File: src/hdl/rvs_pkg.sv
package rvs_pkg;

	// field and datapath widths
	localparam int unsigned SAMPLE_W  = 24;
	localparam int unsigned COUNT_W   = 16;
	localparam int unsigned SUM_W     = 40;
	localparam int unsigned SQSUM_W   = 64;
	localparam int unsigned PROD_W    = 80;
	localparam int unsigned DEN_W     = 32;
	localparam int unsigned DVD_W     = 112;
	localparam int unsigned ROOT_W    = DVD_W / 2;
	localparam int unsigned VALUE_W   = 63;
	localparam int unsigned STEP_W    = 7;

	// parameter defaults
	localparam int unsigned SAMPLE_BITS_DEF   = 24;
	localparam int unsigned COUNT_LIMIT_DEF   = 65535;
	localparam int unsigned FRACTION_BITS_DEF = 16;

	typedef enum logic [1:0] {
		OP_ADD    = 2'd0,
		OP_REMOVE = 2'd1,
		OP_QUERY  = 2'd2,
		OP_CLEAR  = 2'd3
	} op_t;

	typedef enum logic [3:0] {
		ST_IDLE,
		ST_ACC,
		ST_CLR,
		ST_QRY,
		ST_NQ,
		ST_SSI,
		ST_SS,
		ST_DIFF,
		ST_DIVI,
		ST_DIV,
		ST_SQI,
		ST_SQ,
		ST_OUT
	} state_t;

	// controller to datapath
	typedef struct packed {
		logic cap;
		logic acc_apply;
		logic clr;
		logic q_start;
		logic nq_step;
		logic ss_init;
		logic ss_step;
		logic diff;
		logic div_init;
		logic div_step;
		logic sqrt_init;
		logic sqrt_step;
		logic out_load;
	} rvs_cmd_t;

	// datapath to controller
	typedef struct packed {
		op_t  op;
		logic is_null;
		logic dev_kind;
		logic step_last;
		logic out_busy;
	} rvs_sts_t;

endpackage

File: src/hdl/rvs_ctrl.sv
module rvs_ctrl (
	input  logic             clk,
	input  logic             arst_n,
	input  logic             in_valid,
	output logic             in_ready,
	input  rvs_pkg::rvs_sts_t sts,
	output rvs_pkg::rvs_cmd_t cmd
);
	import rvs_pkg::*;

	state_t state_q, state_d;

	// state register
	always_ff @(posedge clk or negedge arst_n) begin
		if (!arst_n) begin
			state_q <= ST_IDLE;
		end else begin
			state_q <= state_d;
		end
	end

	// next state and commands
	always_comb begin
		state_d  = state_q;
		cmd      = '0;
		in_ready = 1'b0;
		unique case (state_q)
			ST_IDLE: begin
				in_ready = 1'b1;
				if (in_valid) begin
					cmd.cap = 1'b1;
					state_d = ST_DIFF;
				end
			end
			ST_ACC: begin
				cmd.acc_apply = 1'b1;
				state_d = ST_IDLE;
			end
			ST_CLR: begin
				cmd.clr = 1'b1;
				state_d = ST_IDLE;
			end
			ST_QRY: begin
				cmd.q_start = 1'b1;
				state_d = ST_NQ;
			end
			ST_NQ: begin
				cmd.nq_step = 1'b1;
				if (sts.step_last) state_d = ST_SSI;
			end
			ST_SSI: begin
				cmd.ss_init = 1'b1;
				state_d = ST_SS;
			end
			ST_SS: begin
				cmd.ss_step = 1'b1;
				if (sts.step_last) state_d = ST_DIVI;
			end
			ST_DIFF: begin
				// captured word is decoded here
				unique case (sts.op) inside
					OP_ADD, OP_REMOVE: state_d = sts.is_null ? ST_IDLE : ST_ACC;
					OP_QUERY:          state_d = ST_QRY;
					OP_CLEAR:          state_d = ST_CLR;
					default:           state_d = ST_IDLE;
				endcase
			end
			ST_DIVI: begin
				cmd.diff = 1'b1;
				state_d = ST_SQI;
			end
			ST_SQI: begin
				// numerator and denominator ready, load divider
				cmd.div_init = 1'b1;
				state_d = ST_DIV;
			end
			ST_DIV: begin
				cmd.div_step = 1'b1;
				if (sts.step_last) state_d = sts.dev_kind ? ST_SQ : ST_OUT;
				if (sts.step_last && sts.dev_kind) cmd.sqrt_init = 1'b1;
			end
			ST_SQ: begin
				cmd.sqrt_step = 1'b1;
				if (sts.step_last) state_d = ST_OUT;
			end
			ST_OUT: begin
				if (!sts.out_busy) begin
					cmd.out_load = 1'b1;
					state_d = ST_IDLE;
				end
			end
			default: state_d = ST_IDLE;
		endcase
	end

endmodule

File: src/hdl/rvs_dp.sv
module rvs_dp #(
	parameter int unsigned SAMPLE_BITS   = rvs_pkg::SAMPLE_BITS_DEF,
	parameter int unsigned COUNT_LIMIT   = rvs_pkg::COUNT_LIMIT_DEF,
	parameter int unsigned FRACTION_BITS = rvs_pkg::FRACTION_BITS_DEF
) (
	input  logic                          clk,
	input  logic                          arst_n,
	input  logic                          cfg_we,
	input  logic [1:0]                    cfg_wdata,
	input  logic [rvs_pkg::SAMPLE_W-1:0]  in_sample,
	input  logic [1:0]                    in_op,
	input  logic                          in_null,
	input  rvs_pkg::rvs_cmd_t             cmd,
	output rvs_pkg::rvs_sts_t             sts,
	output logic                          out_valid,
	input  logic                          out_ready,
	output logic [rvs_pkg::VALUE_W-1:0]   out_value,
	output logic                          out_present,
	output logic [rvs_pkg::COUNT_W-1:0]   out_count,
	output logic                          out_error
);
	import rvs_pkg::*;

	localparam logic [COUNT_W-1:0] LIMIT = COUNT_W'(COUNT_LIMIT);
	localparam int unsigned SH_VAR = FRACTION_BITS;
	localparam int unsigned SH_DEV = 2 * FRACTION_BITS;

	logic [1:0]                 kind_q;
	op_t                        op_q;
	logic                       null_q;
	logic signed [SAMPLE_W-1:0] v_q;
	logic [2*SAMPLE_W-1:0]      sq_q;
	logic [COUNT_W-1:0]         count_q;
	logic [SUM_W-1:0]           sum_q;
	logic [SQSUM_W-1:0]         sqsum_q;
	logic                       flag_q;
	logic [COUNT_W-1:0]         res_count_q;
	logic                       res_flag_q;
	logic                       present_q;
	logic                       sample_kind_q;
	logic                       dev_kind_q;
	logic [STEP_W-1:0]          step_q;
	logic [PROD_W-1:0]          acc_q;
	logic [PROD_W-1:0]          mcand_q;
	logic [SUM_W-1:0]           mplier_q;
	logic [SUM_W-1:0]           mag_hold_q;
	logic [PROD_W-1:0]          nq_q;
	logic [PROD_W-1:0]          num_q;
	logic [DEN_W-1:0]           den_q;
	logic [DVD_W-1:0]           dvd_q;
	logic [DEN_W-1:0]           rem_q;
	logic [ROOT_W-1:0]          root_q;
	logic [ROOT_W:0]            srem_q;

	logic signed [SAMPLE_BITS-1:0] s_low;
	logic signed [SAMPLE_W-1:0]    v_ext;
	logic [SUM_W-1:0]              v_sum;
	logic [SUM_W-1:0]              mag;
	logic                          pres_now;
	logic [COUNT_W-1:0]            n_m1;
	logic [DEN_W:0]                r2;
	logic                          qbit;
	logic [ROOT_W+2:0]             srem2;
	logic [ROOT_W+2:0]             trial;
	logic [VALUE_W-1:0]            var_val;

	// sample sign extension from its low bits
	assign s_low = in_sample[SAMPLE_BITS-1:0];
	assign v_ext = SAMPLE_W'(s_low);
	assign v_sum = SUM_W'(v_q);

	assign mag      = sum_q[SUM_W-1] ? (~sum_q + SUM_W'(1)) : sum_q;
	assign pres_now = kind_q[0] ? (count_q != '0) : (count_q > COUNT_W'(1));
	assign n_m1     = sample_kind_q ? (res_count_q - COUNT_W'(1)) : res_count_q;

	// divider and root step logic
	assign r2    = {rem_q, dvd_q[DVD_W-1]};
	assign qbit  = (r2 >= {1'b0, den_q});
	assign srem2 = {srem_q, dvd_q[DVD_W-1 -: 2]};
	assign trial = {1'b0, root_q, 2'b01};

	assign var_val = (dvd_q[DVD_W-1:VALUE_W] != '0) ? '1 : dvd_q[VALUE_W-1:0];

	// configuration register
	always_ff @(posedge clk or negedge arst_n) begin
		if (!arst_n) begin
			kind_q <= '0;
		end else if (cfg_we) begin
			kind_q <= cfg_wdata;
		end
	end

	// captured word and its square
	always_ff @(posedge clk) begin
		if (cmd.cap) begin
			op_q   <= op_t'(in_op);
			null_q <= in_null;
			v_q    <= v_ext;
			sq_q   <= (2*SAMPLE_W)'(v_ext) * (2*SAMPLE_W)'(v_ext);
		end
	end

	// accumulators
	always_ff @(posedge clk or negedge arst_n) begin
		if (!arst_n) begin
			count_q <= '0;
			sum_q   <= '0;
			sqsum_q <= '0;
			flag_q  <= 1'b0;
		end else if (cmd.clr) begin
			count_q <= '0;
			sum_q   <= '0;
			sqsum_q <= '0;
			flag_q  <= 1'b0;
		end else if (cmd.q_start) begin
			flag_q <= 1'b0;
		end else if (cmd.acc_apply) begin
			if (op_q == OP_ADD) begin
				if (count_q >= LIMIT) begin
					flag_q <= 1'b1;
				end else begin
					count_q <= count_q + COUNT_W'(1);
					sum_q   <= sum_q + v_sum;
					sqsum_q <= sqsum_q + SQSUM_W'(sq_q);
				end
			end else begin
				if (count_q == '0) begin
					flag_q <= 1'b1;
				end else begin
					count_q <= count_q - COUNT_W'(1);
					sum_q   <= sum_q - v_sum;
					sqsum_q <= sqsum_q - SQSUM_W'(sq_q);
				end
			end
		end
	end

	// query arithmetic: shift-add multiplier, restoring divider and root
	always_ff @(posedge clk) begin
		if (cmd.q_start) begin
			res_count_q   <= count_q;
			res_flag_q    <= flag_q;
			present_q     <= pres_now;
			sample_kind_q <= ~kind_q[0];
			dev_kind_q    <= kind_q[1];
			acc_q         <= '0;
			mcand_q       <= PROD_W'(sqsum_q);
			mplier_q      <= SUM_W'(count_q);
			step_q        <= STEP_W'(COUNT_W - 1);
			mag_hold_q    <= mag;
		end
		if (cmd.nq_step || cmd.ss_step) begin
			if (mplier_q[0]) acc_q <= acc_q + mcand_q;
			mcand_q  <= {mcand_q[PROD_W-2:0], 1'b0};
			mplier_q <= {1'b0, mplier_q[SUM_W-1:1]};
			step_q   <= step_q - STEP_W'(1);
		end
		if (cmd.ss_init) begin
			nq_q     <= acc_q;
			acc_q    <= '0;
			mcand_q  <= PROD_W'(mag_hold_q);
			mplier_q <= mag_hold_q;
			step_q   <= STEP_W'(SUM_W - 1);
		end
		if (cmd.diff) begin
			num_q <= (nq_q > acc_q) ? (nq_q - acc_q) : '0;
			den_q <= DEN_W'(res_count_q) * DEN_W'(n_m1);
		end
		if (cmd.div_init) begin
			dvd_q  <= dev_kind_q ? (DVD_W'(num_q) << SH_DEV) : (DVD_W'(num_q) << SH_VAR);
			rem_q  <= '0;
			step_q <= STEP_W'(DVD_W - 1);
		end
		if (cmd.div_step) begin
			rem_q  <= qbit ? DEN_W'(r2 - {1'b0, den_q}) : DEN_W'(r2);
			dvd_q  <= {dvd_q[DVD_W-2:0], qbit};
			step_q <= (step_q == '0) ? STEP_W'(ROOT_W - 1) : (step_q - STEP_W'(1));
		end
		if (cmd.sqrt_init) begin
			root_q <= '0;
			srem_q <= '0;
		end
		if (cmd.sqrt_step) begin
			if (srem2 >= trial) begin
				srem_q <= (ROOT_W+1)'(srem2 - trial);
				root_q <= {root_q[ROOT_W-2:0], 1'b1};
			end else begin
				srem_q <= (ROOT_W+1)'(srem2);
				root_q <= {root_q[ROOT_W-2:0], 1'b0};
			end
			dvd_q  <= {dvd_q[DVD_W-3:0], 2'b00};
			step_q <= step_q - STEP_W'(1);
		end
	end

	// output register
	always_ff @(posedge clk or negedge arst_n) begin
		if (!arst_n) begin
			out_valid <= 1'b0;
		end else if (cmd.out_load) begin
			out_valid <= 1'b1;
		end else if (out_ready) begin
			out_valid <= 1'b0;
		end
	end

	always_ff @(posedge clk) begin
		if (cmd.out_load) begin
			out_present <= present_q;
			out_count   <= res_count_q;
			out_error   <= res_flag_q;
			if (!present_q) out_value <= '0;
			else if (dev_kind_q) out_value <= VALUE_W'(root_q);
			else out_value <= var_val;
		end
	end

	// status
	assign sts.op        = op_q;
	assign sts.is_null   = null_q;
	assign sts.dev_kind  = dev_kind_q;
	assign sts.step_last = (step_q == '0);
	assign sts.out_busy  = out_valid && !out_ready;

endmodule

File: src/hdl/running_variance_stddev_unit.sv
// channel   | direction | words
// s_axis    | in        | tdata[23:0] sample_value; tuser {sample_is_null, operation}
// m_axis    | out       | tdata {count_error, sample_count, statistic_value}; tuser present
// cfg       | in        | cfg_we with cfg_wdata = statistic_kind
//
// add or remove passes capture, decode and accumulate, a null one capture and decode,
// clear capture, decode and clear, all set by the control sequence; a query runs a 16 and a
// 40 step shift-add multiply, a 112 step restoring divide and for deviation a 56 step root
// an absent result skips none of the steps; the value is forced to zero
// reset clears accumulators, configuration and the output valid flag at once
// a stalled output holds the finished word; no input word is taken until it is loaded
module running_variance_stddev_unit #(
	parameter int unsigned SAMPLE_BITS   = rvs_pkg::SAMPLE_BITS_DEF,
	parameter int unsigned COUNT_LIMIT   = rvs_pkg::COUNT_LIMIT_DEF,
	parameter int unsigned FRACTION_BITS = rvs_pkg::FRACTION_BITS_DEF
) (
	input  logic        clk,
	input  logic        arst_n,
	input  logic        cfg_we,
	input  logic [1:0]  cfg_wdata,
	input  logic        s_tvalid,
	output logic        s_tready,
	input  logic [23:0] s_tdata,  // sample_value
	input  logic [2:0]  s_tuser,  // operation, sample_is_null
	output logic        m_tvalid,
	input  logic        m_tready,
	output logic [79:0] m_tdata,  // statistic_value, sample_count, count_error
	output logic        m_tuser   // statistic_present
);
	import rvs_pkg::*;

	rvs_cmd_t cmd;
	rvs_sts_t sts;
	logic [VALUE_W-1:0] value;
	logic [COUNT_W-1:0] count;
	logic               err;

	rvs_ctrl u_ctrl (
		.clk      (clk),
		.arst_n   (arst_n),
		.in_valid (s_tvalid),
		.in_ready (s_tready),
		.sts      (sts),
		.cmd      (cmd)
	);

	rvs_dp #(
		.SAMPLE_BITS   (SAMPLE_BITS),
		.COUNT_LIMIT   (COUNT_LIMIT),
		.FRACTION_BITS (FRACTION_BITS)
	) u_dp (
		.clk         (clk),
		.arst_n      (arst_n),
		.cfg_we      (cfg_we),
		.cfg_wdata   (cfg_wdata),
		.in_sample   (s_tdata),
		.in_op       (s_tuser[1:0]),
		.in_null     (s_tuser[2]),
		.cmd         (cmd),
		.sts         (sts),
		.out_valid   (m_tvalid),
		.out_ready   (m_tready),
		.out_value   (value),
		.out_present (m_tuser),
		.out_count   (count),
		.out_error   (err)
	);

	assign m_tdata = {err, count, value};

	// a query holds off the input side while it computes
	a_query_busy: assert property (@(posedge clk) disable iff (!arst_n)
		s_tvalid && s_tready && s_tuser[1:0] == OP_QUERY |=> !s_tready)
		else $error("input taken during query");

	// an absent statistic carries a zero value
	a_absent_zero: assert property (@(posedge clk) disable iff (!arst_n)
		m_tvalid && !m_tuser |-> m_tdata[62:0] == '0)
		else $error("absent result with nonzero value");

	// a present statistic needs at least one sample
	a_present_count: assert property (@(posedge clk) disable iff (!arst_n)
		m_tvalid && m_tuser |-> m_tdata[78:63] != '0)
		else $error("present result with empty count");

endmodule
File: config.mk
export PLATFORM = sky130hd
export DESIGN_NAME = running_variance_stddev_unit
export DESIGN_NICKNAME = d
export VERILOG_FILES = /design/src/hdl/rvs_pkg.sv /design/src/hdl/rvs_ctrl.sv /design/src/hdl/rvs_dp.sv /design/src/hdl/running_variance_stddev_unit.sv
export SDC_FILE = /design/constraint.sdc
export NUM_CORES = 2
export LEC_CHECK = 0
export BUFFER_PORTS_ARGS = -buffer_cell sky130_fd_sc_hd__buf_2
export CAP_MARGIN = 20
export CORE_MARGIN = 8
export CORE_UTILIZATION = 55
export DETAILED_ROUTE_END_ITERATION = 10
export PLACE_DENSITY = 0.78
export SYNTH_ARGS = -nofsm -noshare
export SYNTH_HDL_FRONTEND = slang
export SYNTH_SLANG_ARGS = --single-unit
File: constraint.sdc
create_clock -name clk -period 12.5 [get_ports clk]
set_clock_uncertainty 0.2 [all_clocks]
set_input_delay 1.25 -clock clk [delete_from_list [all_inputs] [get_ports clk]]
set_output_delay 1.25 -clock clk [all_outputs]
set_load 0.03 [all_outputs]
* Word level (Yosys, flattened, before mapping)
Index checks and enable logic that the tools add are counted.
Storage, ports and cells: flip-flop bits (word level) 1000, bits of input ports 34
Cells by class: add/subtract/negate cells 13, multiply operators 2, order comparisons 5, equality and inequality tests 25, multiplexer cells 86, bitwise operators 3, reduce and logical (&&, ||, !) cells 25
Operator list (count):
- 2-to-1 mux 112 bit | 4
- 2-to-1 mux 40 bit | 10
- 2-to-1 mux 80 bit | 5
- 2-to-1 mux 64 bit | 6
- 2-to-1 mux 57 bit | 3
- 2-to-1 mux 56 bit | 3
- 2-to-1 mux 16 bit | 7
- 2-to-1 mux 32 bit | 3
- adder 80 bit | 1
- greater-than comparator 80 bit | 1
- subtractor 80 bit | 1
- adder 64 x 48 -> 64 bit | 1
- subtractor 64 x 48 -> 64 bit | 1
- 2-to-1 mux 63 bit | 1
- greater-or-equal comparator 59 x 58 -> 1 bit | 1
- subtractor 57 bit | 1
- 2-to-1 mux 7 bit | 7
- nonzero test 49 bit | 1
- multiplier 24 x 24 -> 48 bit | 1
- case mux 4 bit (11 select lines) | 1
- adder 40 x 1 -> 40 bit (second input constant) | 1
- adder 40 bit | 1
- NOT 40 bit | 1
- subtractor 40 bit | 1
- other kinds (41) | 96

* Logic depth before layout (Yosys ltp)
depth in word-level cells 8, mapped depth 33

* Cells and area by module
Synthesis repeated with hierarchy kept, for this count alone.
Unflattened totals: cells, all modules 9521, area, all modules 89752.3 um^2
Modules (own cells, without submodules):
- rvs_dp | instances 1, cells each 9455, area each 89254.4 um^2, sequential area each 28006.9 um^2
- rvs_ctrl | instances 1, cells each 65, area each 490.5 um^2, sequential area each 100.1 um^2
- running_variance_stddev_unit | instances 1, cells each 1, area each 7.5 um^2, sequential area each 0.0 um^2

* Least setup slack after synthesis
Ideal clock, no wire load.
kind flip-flop to flip-flop, from register u_dp.step_q[0], to register u_dp.root_q[0], enable pin, setup time 741 ps, data arrival time 9293 ps, data required time 11559 ps, setup slack 2266 ps, stages on the path, launching flop included 7, cell sequence edfxtp_1 -> inv_1 -> ha_1 -> nand2_1 -> or3_1 -> or2_2 -> o21ai_0
Between the ends: longest elaborated chain between the ends 5
RTL lines:
- start, declared | line rvs_dp.sv:42 | logic [STEP_W-1:0] step_q;
- start signal, assigned | line rvs_dp.sv:149 | step_q <= STEP_W'(COUNT_W - 1);
- start signal, assigned | line rvs_dp.sv:156 | step_q <= step_q - STEP_W'(1);
- start signal, assigned | line rvs_dp.sv:163 | step_q <= STEP_W'(SUM_W - 1);
- zero test 7 bit | line rvs_dp.sv:222 | assign sts.step_last = (step_q == '0);
- logical AND 1 bit | line rvs_ctrl.sv:80 | if (sts.step_last && sts.dev_kind) cmd.sqrt_init = 1'b1;
- 2-to-1 mux 1 bit | line rvs_ctrl.sv:80
- 2-to-1 mux 2 bit | line rvs_ctrl.sv:27 | unique case (state_q)
- nonzero test 2 bit (no line)
- end signal, assigned | line rvs_dp.sv:186 | root_q <= {root_q[ROOT_W-2:0], 1'b1};
- end signal, assigned | line rvs_dp.sv:189 | root_q <= {root_q[ROOT_W-2:0], 1'b0};
- end, declared | line rvs_dp.sv:52 | logic [ROOT_W-1:0] root_q;
Every way passes these cells. A chain may end at the register's enable or synchronous reset.

* Final worst setup path
from register u_dp.res_count_q[1], to register u_dp.den_q[30] (data pin)
Between the ends: longest elaborated chain between the ends 3
RTL lines:
- start, declared | line rvs_dp.sv:37 | logic [COUNT_W-1:0] res_count_q;
- start signal, assigned | line rvs_dp.sv:141 | res_count_q <= count_q;
- subtractor 16 x 1 -> 16 bit | line rvs_dp.sv:74 | assign n_m1 = sample_kind_q ? (res_count_q - COUNT_W'(1)) : res_count_q;
- 2-to-1 mux 16 bit | line rvs_dp.sv:74
- multiplier 16 x 16 -> 32 bit (*) | line rvs_dp.sv:167 | den_q <= DEN_W'(res_count_q) * DEN_W'(n_m1);
- end signal, assigned | line rvs_dp.sv:167
- end, declared | line rvs_dp.sv:49 | logic [DEN_W-1:0] den_q;
Mark *: on every way between the ends. The rest lies on a longest branch, timed or not.

==> results.md <==
* Hold violation count in the final report at 0
* Number of nets still failing antenna checks after routing at 0
* Capture point of the worst reg-to-reg path: u_dp.den_q[30]
* Initial antenna violation count at 2
* Buffers inserted during post-CTS setup optimization at 0
* Multiplexer area fraction after synthesis at 0.0157
* Count of antenna diodes in the layout at 0
* Share of synthesized registers carrying an async set or reset at 0.128
* Worst-case register-to-register setup slack at 2.22 ns
* # hold bufs at CTS at 0
* Clock-pin slew of the registers on the worst-case setup and hold paths at 0.07 ns
* Portion of the clock cycle consumed by the worst path in the final layout at 0.822
* Number of enable flip-flop cells after synthesis at 748
* Main synth FF type: sky130_fd_sc_hd__edfxtp_1
* Clock Sinks at 998
* DP HPWL at 168000 um
* Crit path arrival time at 10.52 ns
* GPL Wtd Cong at 0.939
* Count of final max-slew check failures at 0
* Synth Area in Compound Gates at 0.154
* Starting density of the core at 0.552
* Cell repeated most along the worst path: sky130_fd_sc_hd__fa_1
* Post-Synthesis Cell Area at 88400 sq um
* Relative slew slack at 0.245
* Vias per cell at 5.91
* Outcome: finished clean
* Number of standard cells after synthesis at 9240
* Number of buffers created by CTS at 105
* Worst r2r path cells at 29
* Top achievable clock speed at 97.3 MHz
* Transition at the pin with the smallest max-transition slack at 1.13 ns
* Total Wirelength at 220000 um
* YS warnings at 0
* Commonest cells after routing, fill and taps aside: sky130_fd_sc_hd__inv_1 (1139), sky130_fd_sc_hd__nand2_1 (807), sky130_fd_sc_hd__fa_1 (757), sky130_fd_sc_hd__edfxtp_1 (748), sky130_fd_sc_hd__a21oi_1 (640)
* CTS H-tree lvls at 3
* Type of element launching the critical path: flop
* Required time of the critical path at 12.74 ns
* Synthesis-stage register bit count at 998
* Peak fanout along the critical path at 14
* Top delay family on crit path: adder cells
* Root buffer cell: sky130_fd_sc_hd__clkbuf_16
* Largest family of logic cells by synthesized area: adder cells
* Final setup violation count at 0
* Layout cell share with drive strength beyond 1 at 0.0476
* Cell at the slowest stage of the critical path: sky130_fd_sc_hd__xnor2_1
* Count of buffers from port buffering at 116
* Xor-xnor portion of the synthesized cell area at 0.0522
* Critical path buffers and inverters at 4
* Largest net degree at the start of global routing at 178
* Layout overhead on the synthesized area at 6.55%
* Setup crit end kind: flop
* Maximum capacitance violations at 0
* Type of the worst setup path: flop to flop
* Distinct cell type count after synthesis at 96
* Final setup TNS at 0 ns
* I/O pins at 117
* Proportion of synthesized chip area in sequential cells at 0.318
* Adder-cell area share of the yosys netlist at 0.258
* First DRT Iteration DRCs at 5703
* Setup repair after global routing missed its margin: no
* FP Rows at 147
* Die outline width at 417 um
* Delay of the slowest critical-path stage at 0.80 ns
* Most common cell after layout, fill and taps aside: sky130_fd_sc_hd__inv_1
* Clock insertion delay at the later pin of the skew report at 0.71 ns
* Final global-route overflow total at 0
* Detailed-routing iteration count for the pre-antenna-repair pass at 6
* Number of buffers between clock root and the deepest sink at 3
* Count of vias placed by the detailed router at 67060
* Clock tree from TritonCTS: built
* Wire per inst at 19.4 um
* HP Class: input port to asynchronous set/reset pin
* Die area at 174000 sq um
* Area of the core at 160000 sq um
* Reg-to-Reg Start: u_dp.res_count_q[1]
* Count of nets after finishing at 10493
* Post-synthesis simple-gate area fraction at 0.135
* DRC at 0
* First-pass GRT wire length at 357000 um
* Post-layout min period at 10.28 ns
* Y dimension of the die at 417 um
* CTS-repair resized insts at 0
* Per-instance average area after synthesis at 9.57 sq um
* All-layer global routing usage at 0.248
* Via count of the first global-routing pass at 67854
* Number of nets in the synthesized netlist at 10640
==> worst max-delay path by stage <==
stage	from	end	slack [ns]	cells after the start
2_1_floorplan	u_dp.step_q[0]	u_dp.root_q[0]	2.27	6
3_3_place_gp	u_dp.res_count_q[0]	u_dp.den_q[30]	2.43	31
3_5_place_dp	u_dp.res_count_q[1]	u_dp.den_q[30]	2.26	29
6_report	u_dp.res_count_q[1]	u_dp.den_q[30]	2.22	29
4_1_cts	u_dp.res_count_q[1]	u_dp.den_q[30]	2.20	29
5_1_grt	u_dp.res_count_q[0]	u_dp.den_q[30]	1.64	29
==> cell usage after synthesis (15+ instances only) <==
cell,number,area (sq um)
sky130_fd_sc_hd__xor2_1,182,1590
sky130_fd_sc_hd__buf_1,31,116
sky130_fd_sc_hd__inv_1,1142,4290
sky130_fd_sc_hd__a211oi_1,103,773
sky130_fd_sc_hd__a221oi_1,15,131
sky130_fd_sc_hd__dfrtp_1,128,3200
sky130_fd_sc_hd__o21ai_1,25,125
sky130_fd_sc_hd__or2_2,15,93.8
sky130_fd_sc_hd__or4_1,18,135
sky130_fd_sc_hd__a31oi_1,55,344
sky130_fd_sc_hd__nor2b_1,158,988
sky130_fd_sc_hd__and2_1,243,1520
sky130_fd_sc_hd__or3_1,43,269
sky130_fd_sc_hd__o31a_1,15,131
sky130_fd_sc_hd__buf_2,19,95.1
sky130_fd_sc_hd__dfxtp_1,122,2440
sky130_fd_sc_hd__o22ai_1,62,388
sky130_fd_sc_hd__a21boi_0,17,128
sky130_fd_sc_hd__nor2_1,625,2350
sky130_fd_sc_hd__o211ai_1,20,150
sky130_fd_sc_hd__mux2i_1,138,1380
sky130_fd_sc_hd__o21a_1,59,443
sky130_fd_sc_hd__nand4_1,90,563
sky130_fd_sc_hd__a22o_1,54,473
sky130_fd_sc_hd__nand2_1,810,3040
sky130_fd_sc_hd__nor3_1,89,445
sky130_fd_sc_hd__nor4_1,33,206
sky130_fd_sc_hd__a41oi_1,17,149
sky130_fd_sc_hd__o41ai_1,21,184
sky130_fd_sc_hd__ha_1,609,7620
sky130_fd_sc_hd__and3_1,52,325
sky130_fd_sc_hd__nand2b_1,84,526
sky130_fd_sc_hd__o311a_1,57,571
sky130_fd_sc_hd__a21o_1,223,1670
sky130_fd_sc_hd__a22oi_1,105,788
sky130_fd_sc_hd__fa_1,757,15200
sky130_fd_sc_hd__o21bai_1,72,541
sky130_fd_sc_hd__nand3_1,198,991
sky130_fd_sc_hd__edfxtp_1,748,22500
sky130_fd_sc_hd__o21ai_0,402,2010
sky130_fd_sc_hd__clkbuf_1,379,1420
sky130_fd_sc_hd__o31ai_1,46,345
sky130_fd_sc_hd__a21oi_1,640,3200
sky130_fd_sc_hd__and4_1,17,149
sky130_fd_sc_hd__xnor2_1,345,3020
==> logic make-up (layout without fill, tap and decap cells) <==
family	Yosys count	count (layout)
buffers and inverters	1581	1523
multiplexers	139	139
adder cells (fa/ha/maj)	1366	1366
AO/OA/AOI/OAI	2116	2116
AND/OR/NAND/NOR	2513	2513
XOR/XNOR	527	527
flip-flops	998	998
==> sequential cells by signal, indices dropped and copies added (netlist names), 40 cells and up <==
| signal | count |
|---|---|
| u_dp.mplier_q | 40 |
| u_dp.acc_q | 80 |
| u_dp.sq_q | 47 |
| u_dp.sqsum_q | 64 |
| u_dp.dvd_q | 112 |
| u_dp.out_value | 63 |
| u_dp.nq_q | 80 |
| u_dp.sum_q | 40 |
| u_dp.mag_hold_q | 40 |
| u_dp.root_q | 56 |
| u_dp.srem_q | 57 |
| u_dp.num_q | 80 |
| u_dp.mcand_q | 80 |
==> routing by layer <==
layer | global-route usage | share of wire | up-vias
met1 | 0.335 | 0.42 | 32737
li1 | - | - | 31484
met2 | 0.420 | 0.48 | 2425
met5 | 0 | 0.000050 | -
met4 | 0.0842 | 0.034 | 2
met3 | 0.0275 | 0.064 | 412
==> cell type report <==
type	instances	area (sq um)
clock buffer	125	2830
sequential	998	28100
timing repair buffer	182	1130
tap	2160	2700
inverter	1145	4300
clock inverter	71	663
fill	13428	66000
multi-input combinational	6661	54500
==> worst register-to-register path, delay by kind of cell (launching register included) <==
kind | cells | cell delay, ns
simple gates | 9 | 2.32
flops | 1 | 0.67
xor+xnor | 2 | 0.94
buf+inv | 4 | 0.44
fa+ha+maj | 8 | 3.76
compound gates | 6 | 1.68
==> metrics by stage <==
stage	utilization	cells	hold slack, ns	worst slack (ns)	cell area [sq um]
6_report	0.588	11342	0.213	2.22	94200
5_1_grt	0.588	11342	0.203	1.64	94200
4_1_cts	0.588	11340	0.160	2.20	94200
3_5_place_dp	0.566	11144	0.229	2.26	90700
3_3_place_gp	0.566	11143	0.222	2.43	90700
2_1_floorplan	-	9240	0.200	2.27	88400
Power is not shown: default switching activity piles up to over one toggle a cycle in this logic, so the estimate is an artifact.
